[src/bcm_pkg.sv]
// Shared types, constants and helpers for the byte-code machine.
// No dependencies; every file except bcm_ram imports this package.
package bcm_pkg;

  localparam int MEM_BYTES = 4096;
  localparam int REG_COUNT = 16;
  localparam int MEM_AW    = $clog2(MEM_BYTES);
  localparam int REG_AW    = (REG_COUNT > 2) ? $clog2(REG_COUNT) : 1;
  localparam int CLR_N     = (MEM_BYTES > REG_COUNT) ? MEM_BYTES : REG_COUNT;
  localparam int CLR_W     = $clog2(CLR_N);
  localparam int Q_DEPTH   = 2;

  localparam logic [2:0] HC_RUN    = 3'd0;
  localparam logic [2:0] HC_BOUNDS = 3'd1;
  localparam logic [2:0] HC_OPCODE = 3'd2;
  localparam logic [2:0] HC_COND   = 3'd3;
  localparam logic [2:0] HC_HALT   = 3'd4;

  localparam logic [1:0] FL_NONE = 2'd0;
  localparam logic [1:0] FL_LT   = 2'd1;
  localparam logic [1:0] FL_GT   = 2'd2;
  localparam logic [1:0] FL_EQ   = 2'd3;

  localparam logic [7:0] OP_LOAD  = 8'd0;
  localparam logic [7:0] OP_STORE = 8'd1;
  localparam logic [7:0] OP_ADD   = 8'd2;
  localparam logic [7:0] OP_SUB   = 8'd3;
  localparam logic [7:0] OP_SHL   = 8'd4;
  localparam logic [7:0] OP_SHR   = 8'd5;
  localparam logic [7:0] OP_JMP   = 8'd6;
  localparam logic [7:0] OP_CMP   = 8'd7;
  localparam logic [7:0] OP_HALT  = 8'd8;

  localparam logic [7:0] CC_ALWAYS = 8'd0;
  localparam logic [7:0] CC_LT     = 8'd1;
  localparam logic [7:0] CC_GT     = 8'd2;
  localparam logic [7:0] CC_LE     = 8'd3;
  localparam logic [7:0] CC_GE     = 8'd4;
  localparam logic [7:0] CC_EQ     = 8'd5;

  // classified input word, front to back
  typedef struct packed {
    logic              is_step;
    logic              wr_ok;
    logic [MEM_AW-1:0] waddr;
    logic [7:0]        wdata;
  } item_t;

  typedef struct packed {
    logic  valid;
    item_t item;
  } q_head_t;

  typedef struct packed {
    logic [2:0]  halt_code;
    logic [31:0] pc;
    logic [1:0]  flag;
    logic        rwv;
    logic [3:0]  rn;
    logic [31:0] rval;
    logic        mwv;
    logic [31:0] ma;
    logic [31:0] mval;
  } result_t;

  function automatic logic reg_ok(logic [7:0] b);
    return !b[7] && (32'(b[6:0]) < REG_COUNT);
  endfunction

  // pc + k still inside memory
  function automatic logic fits(logic [31:0] pc, logic [2:0] k);
    return ({1'b0, pc} + {30'b0, k}) < 33'(MEM_BYTES);
  endfunction

endpackage

[src/bcm_front.sv]
// Front end: accepts input words, classifies them and queues them.
// Uses bcm_pkg.
module bcm_front
  import bcm_pkg::*;
(
  input  logic                 clk,
  input  logic                 rst,
  input  logic                 in_valid,
  output logic                 in_stall,
  input  logic                 op,
  input  logic [15:0]          address,
  input  logic signed [7:0]    byte_value,
  input  logic                 pop,
  output q_head_t              head
);

  item_t      q [Q_DEPTH];
  logic       wr_ptr;
  logic       rd_ptr;
  logic [1:0] count;
  logic       push;
  item_t      cls;

  assign in_stall = (count == 2'(Q_DEPTH));
  assign push     = in_valid && !in_stall;

  always_comb begin
    cls.is_step = op;
    cls.wr_ok   = {1'b0, address} < 17'(MEM_BYTES);
    cls.waddr   = address[MEM_AW-1:0];
    cls.wdata   = byte_value;
  end

  always_ff @(posedge clk) begin
    if (push) begin
      q[wr_ptr] <= cls;
    end
  end

  always_ff @(posedge clk) begin
    if (rst) begin
      wr_ptr <= 1'b0;
      rd_ptr <= 1'b0;
      count  <= 2'd0;
    end else begin
      if (push) begin
        wr_ptr <= !wr_ptr;
      end
      if (pop) begin
        rd_ptr <= !rd_ptr;
      end
      count <= count + 2'(push) - 2'(pop);
    end
  end

  assign head.valid = (count != 2'd0);
  assign head.item  = q[rd_ptr];

endmodule

[config.mk]
export PLATFORM = sky130hd
export DESIGN_NAME = bcm_front
export DESIGN_NICKNAME = d
export VERILOG_FILES = /design/src/bcm_pkg.sv /design/src/bcm_front.sv
export SDC_FILE = /design/constraint.sdc
export NUM_CORES = 1
export LEC_CHECK = 0
export ABC_AREA = 1
export BUFFER_PORTS_ARGS = -buffer_cell sky130_fd_sc_hd__buf_2
export CORE_MARGIN = 1
export CORE_UTILIZATION = 25
export DETAILED_ROUTE_END_ITERATION = 7
export GPL_TIMING_DRIVEN = 0
export HOLD_SLACK_MARGIN = 0.03
export SLEW_MARGIN = 20
export SYNTH_ARGS = -nofsm -noshare
export SYNTH_HDL_FRONTEND = slang
export SYNTH_SLANG_ARGS = --single-unit
[constraint.sdc]
create_clock -name clk -period 3.7 [get_ports clk]
set_clock_uncertainty 0.2 [all_clocks]
set_input_delay 0.185 -clock clk [delete_from_list [all_inputs] [get_ports clk]]
set_output_delay 0.185 -clock clk [all_outputs]
set_load 0.02 [all_outputs]
# After elaboration in Yosys (flattened, before gate mapping)
# Memories as Yosys holds them, arrays and structs flattened. A register that Yosys moved wholly into a read port is not among the register bits.
# Index checks and enable logic that the tools add are counted.
dict set report classes {
  add_sub_neg 2
  multipliers 0
  div 0
  magnitude_cmp 1
  eq_ne 1
  shifts 0
  mux 4
  n_bitwise 0
  n_reduce_logical 5
}
# op n
set op_table {}
lappend op_table {{< comparator 16 x 13 -> 1 bit (second input constant)} 1}
lappend op_table {{two-way mux 1 bit} 4}
lappend op_table {{zero test 1 bit} 3}
lappend op_table {{adder 2 x 1 -> 2 bit} 1}
lappend op_table {{equality test 2 bit (second input constant)} 1}
lappend op_table {{nonzero test 2 bit} 1}
lappend op_table {{subtractor 2 x 1 -> 2 bit} 1}
lappend op_table {{logical AND 1 bit} 1}
dict set report word_totals {
  reg_bits 4
  latchBits 0
  mem_bits_rw 44
  rom_bits 0
  input_bits 29
  mem_count 1
}
# name words width rd rd_ports_with_merged_regs wr line
set mem_list {}
lappend mem_list {q 2 22 1 1 1 bcm_front.sv:17} ;# item_t q [Q_DEPTH];

# Depth between registers and ports, before layout
dict set report depth {
  word_depth 5
  mapped_depth 11
  depth_no_buf 11
}

# Worst setup path before layout
# Ideal clock, no wire load.
dict set report synth_timing {
  path_kind {register -> register}
  startpoint {register count[0]}
  endpoint {memory q[0][0] in the netlist's numbering (enable)}
  setup_time_ps 401
  t_arrival_ps 1476
  required_ps 3099
  path_slack_ps 1623
  stages_incl_launch_ff 5
  path_buffers 0
  synth_period_minus_slack_ps 2077
  path_cell_list {dfxtp_1 > inv_1 > nand2_1 > nand2_1 > nor2_1}
}
dict set report synth_via {
  elab_chain_len 5
}
# item line
set synth_lines {}
lappend synth_lines {{start, declared} bcm_front.sv:20} ;# logic [1:0] count;
lappend synth_lines {{start signal, assigned} bcm_front.sv:52} ;# count <= count + 2'(push) - 2'(pop);
lappend synth_lines {{equality test 2 bit} bcm_front.sv:24} ;# assign in_stall = (count == 2'(Q_DEPTH));
lappend synth_lines {{zero test 1 bit} bcm_front.sv:25} ;# assign push = in_valid && !in_stall;
lappend synth_lines {{logical AND 1 bit} bcm_front.sv:25}
lappend synth_lines {{two-way mux 1 bit} bcm_front.sv:35} ;# if (push) begin
lappend synth_lines {{two-way mux 1 bit (not written as such)} bcm_front.sv:36} ;# q[wr_ptr] <= cls;
lappend synth_lines {{end, declared} bcm_front.sv:17}
# Every way passes these cells.

# Final worst setup path
dict set report layout_timing {
  startpoint {input port in_valid}
  endpoint {memory q[1][4] in the netlist's numbering (enable)}
}
dict set report layout_via {
  elab_chain_len 3
}
# item line
set layout_lines {}
lappend layout_lines {{start, declared} bcm_front.sv:8} ;# input logic in_valid,
lappend layout_lines {{logical AND 1 bit} bcm_front.sv:25}
lappend layout_lines {{two-way mux 1 bit} bcm_front.sv:35}
lappend layout_lines {{two-way mux 1 bit (not written as such)} bcm_front.sv:36}
# Every way passes these cells.

==> impl_metrics.env <==
export IMPL_antenna_found_initial=0
export IMPL_endpoint_kind="flip-flop"
export IMPL_syn_mean_instance_area_sq_um=17.9
export IMPL_synth_common_cells="edfxtp_1 (44), mux2_2 (22), inv_1 (8)"
export IMPL_die_h_um=87.6
export IMPL_yosysWarnings=0
export IMPL_drv_cap=0
export IMPL_synthTopCellsByArea="edfxtp_1 (72%), mux2_2 (14%), dfxtp_1 (5.5%)"
export IMPL_grtUsageTotal_pct=8.62
export IMPL_cts_resized=0
export IMPL_rsz0062_at_grt="false"
export IMPL_fin_setup_tns_ns=0
export IMPL_cts_setup_buffers=0
export IMPL_setup_worst_path_start_class="input pin"
export IMPL_crit_required_ns=3.42
export IMPL_vias=1092
export IMPL_hold_viol_final=0
export IMPL_vdd_drop_max_mv=0.208
export IMPL_first_pass_iters=4
export IMPL_period_needed_ns=1.91
export IMPL_cts_tree="yes"
export IMPL_whs_ns=0.325
export IMPL_grt_max_degree=23
export IMPL_port_buffers=52
export IMPL_slew_viol_final=0
export IMPL_fin_crit_sh_pct=51.6
export IMPL_cts_htree_levels=2
export IMPL_path_class="input pin to flip-flop"
export IMPL_synth_ff_type="edfxtp_1"
export IMPL_layout_drive_gt1_share_pct=45.2
export IMPL_slew_headroom_pct=37.0
export IMPL_routed_wl_mm=3.21
export IMPL_grt_overflow=0
export IMPL_p_per_area_nw_per_um2=515
export IMPL_gp_routability_congestion=0.709
export IMPL_clock_latency_ns=0.29
export IMPL_clockBufferDepth=2
export IMPL_drtIter0Drc=26
export IMPL_core_area_sq_um=6940
export IMPL_yosysTopAreaCell="edfxtp_1"
export IMPL_synth_cell_area_sq_um=1830
export IMPL_numCtsBuffers=5
export IMPL_pre_cts_slack_ns=1.73
export IMPL_die_w_um=87.6
export IMPL_crit_fanout=22
export IMPL_worstMarginPinSlew_ns=0.944
export IMPL_clk_pin_slew_ns=0.09
export IMPL_setup_ws_ns=1.79
export IMPL_setup_viol=0
export IMPL_async_flop_share_pct=0
export IMPL_final_antenna_net_count=0
export IMPL_grt_pass1_vias=1063
export IMPL_avgRoutedWirePerCell_um=11.3
export IMPL_power_mw=1.35
export IMPL_grt_pass1_wl_mm=4.77
export IMPL_fmax_ghz=0.524
export IMPL_placedCellCount=250
export IMPL_final_nets=218
export IMPL_ys_ff_latch=49
export IMPL_yosys_cell_types_count=12
export IMPL_ys_seq_area_share_pct=77.6
export IMPL_syn_inst=102
export IMPL_row_count=30
export IMPL_synth_nets=133
export IMPL_dieArea_sq_um=7670
export IMPL_diodes=0
export IMPL_synth_top_area_share_pct=72.2
export IMPL_yosysMostFrequentCell="edfxtp_1"
export IMPL_leakage_nw=1.03
export IMPL_min_path_type="flip-flop to flip-flop"
export IMPL_avgViaCountPerCell=3.85
export IMPL_clkSinkCount=49
export IMPL_detailed_place_hpwl_mm=2.01
export IMPL_synth_edf_count=44
export IMPL_io_pins=53
export IMPL_fillCellCount=667
export IMPL_layoutNonFillerInstCount=284
export IMPL_initial_utilization_pct=26.4
export IMPL_arrival_ns=1.63
export IMPL_syn_to_final_growth_pct=42.9
export IMPL_status="complete, no violations"
export IMPL_drc=0
export IMPL_cts_hold_fix_buffers=26
export IMPL_cts_root_buf="clkbuf_8"
==> metal layers <==
layer  wire (um)  part of all wire (%)  track usage, %  vias up
met5           0                     0               0        -
met1        1420                    44            9.08      513
li1            -                     -               -      544
met3         175                   5.4            3.30        2
met4          19                  0.59            3.58        0
met2        1600                    50            15.4       33
==> per-stage QoR <==
stage,area [sq um],util [%]
floorplan,1830,-
global placement,2210,31.8
detailed placement,2220,31.9
CTS,2620,37.7
global route,2620,37.7
finish,2620,37.7
==> kinds of logic (layout without fill, tap and decap cells) <==
| family | after synthesis | in the layout | share of synthesized area [%] |
|---|---|---|---|
| simple gates | 16 | 16 | 3.55 |
| mux | 22 | 22 | 13.5 |
| buf+inv | 10 | 96 | 2.87 |
| compound gates | 2 | 2 | 0.547 |
| fa+ha+maj | 2 | 2 | 1.37 |
| flops | 49 | 49 | 77.6 |
| xor+xnor | 1 | 1 | 0.479 |
==> flip-flops by register name, summed over array words and instances (netlist names), named ones only <==
signal	cells
q	44
count	2
rd_ptr	1
wr_ptr	1
==> area by class of cell <==
| type | count | area (sq um) | area share, % |
|---|---|---|---|
| flip-flops and latches | 49 | 1420 | 54.3 |
| repair buffers | 78 | 520 | 19.9 |
| multi-input cells | 43 | 364 | 13.9 |
| well taps | 96 | 120 | 4.59 |
| clock buffers | 5 | 68.8 | 2.63 |
| clock inverters | 3 | 68.8 | 2.63 |
| inverters | 8 | 30.0 | 1.15 |
| plain buffers | 2 | 22.5 | 0.861 |
==> path summary, 6_finish.rpt <==
check                start        end  slack, ns  depth (start not counted)
hold reg to reg     rd_ptr  flip-flop       0.33                          2
setup reg to reg  count[0]    q[1][4]       1.81                          4
hold / removal      rd_ptr  flip-flop       0.33                          2
setup / recovery  in_valid    q[1][4]       1.79                          4
==> power breakdown <==
group / switching [mW] / internal [mW]
logic: 0.132 / 0.100
registers: 0.0137 / 0.659
clock network: 0.171 / 0.272
total: 0.317 / 1.03
==> layout by cell type (no fill, tap or decap), drive strengths merged, types with 5 or more instances in the layout <==
cell type and n:
dfxtp 5, clkbuf 5, buf 54, nor2 6
inv 9, edfxtp 44, mux2 22, dlygate4sd3 26
nand2 7
==> critical path, cell delays in order <==
cell and delay (ns):
dlygate4sd3_1 0.52, buf_2 0.12, nand3_1 0.10, inv_1 0.70
No activity file was read; power rests on OpenSTA's default activity.
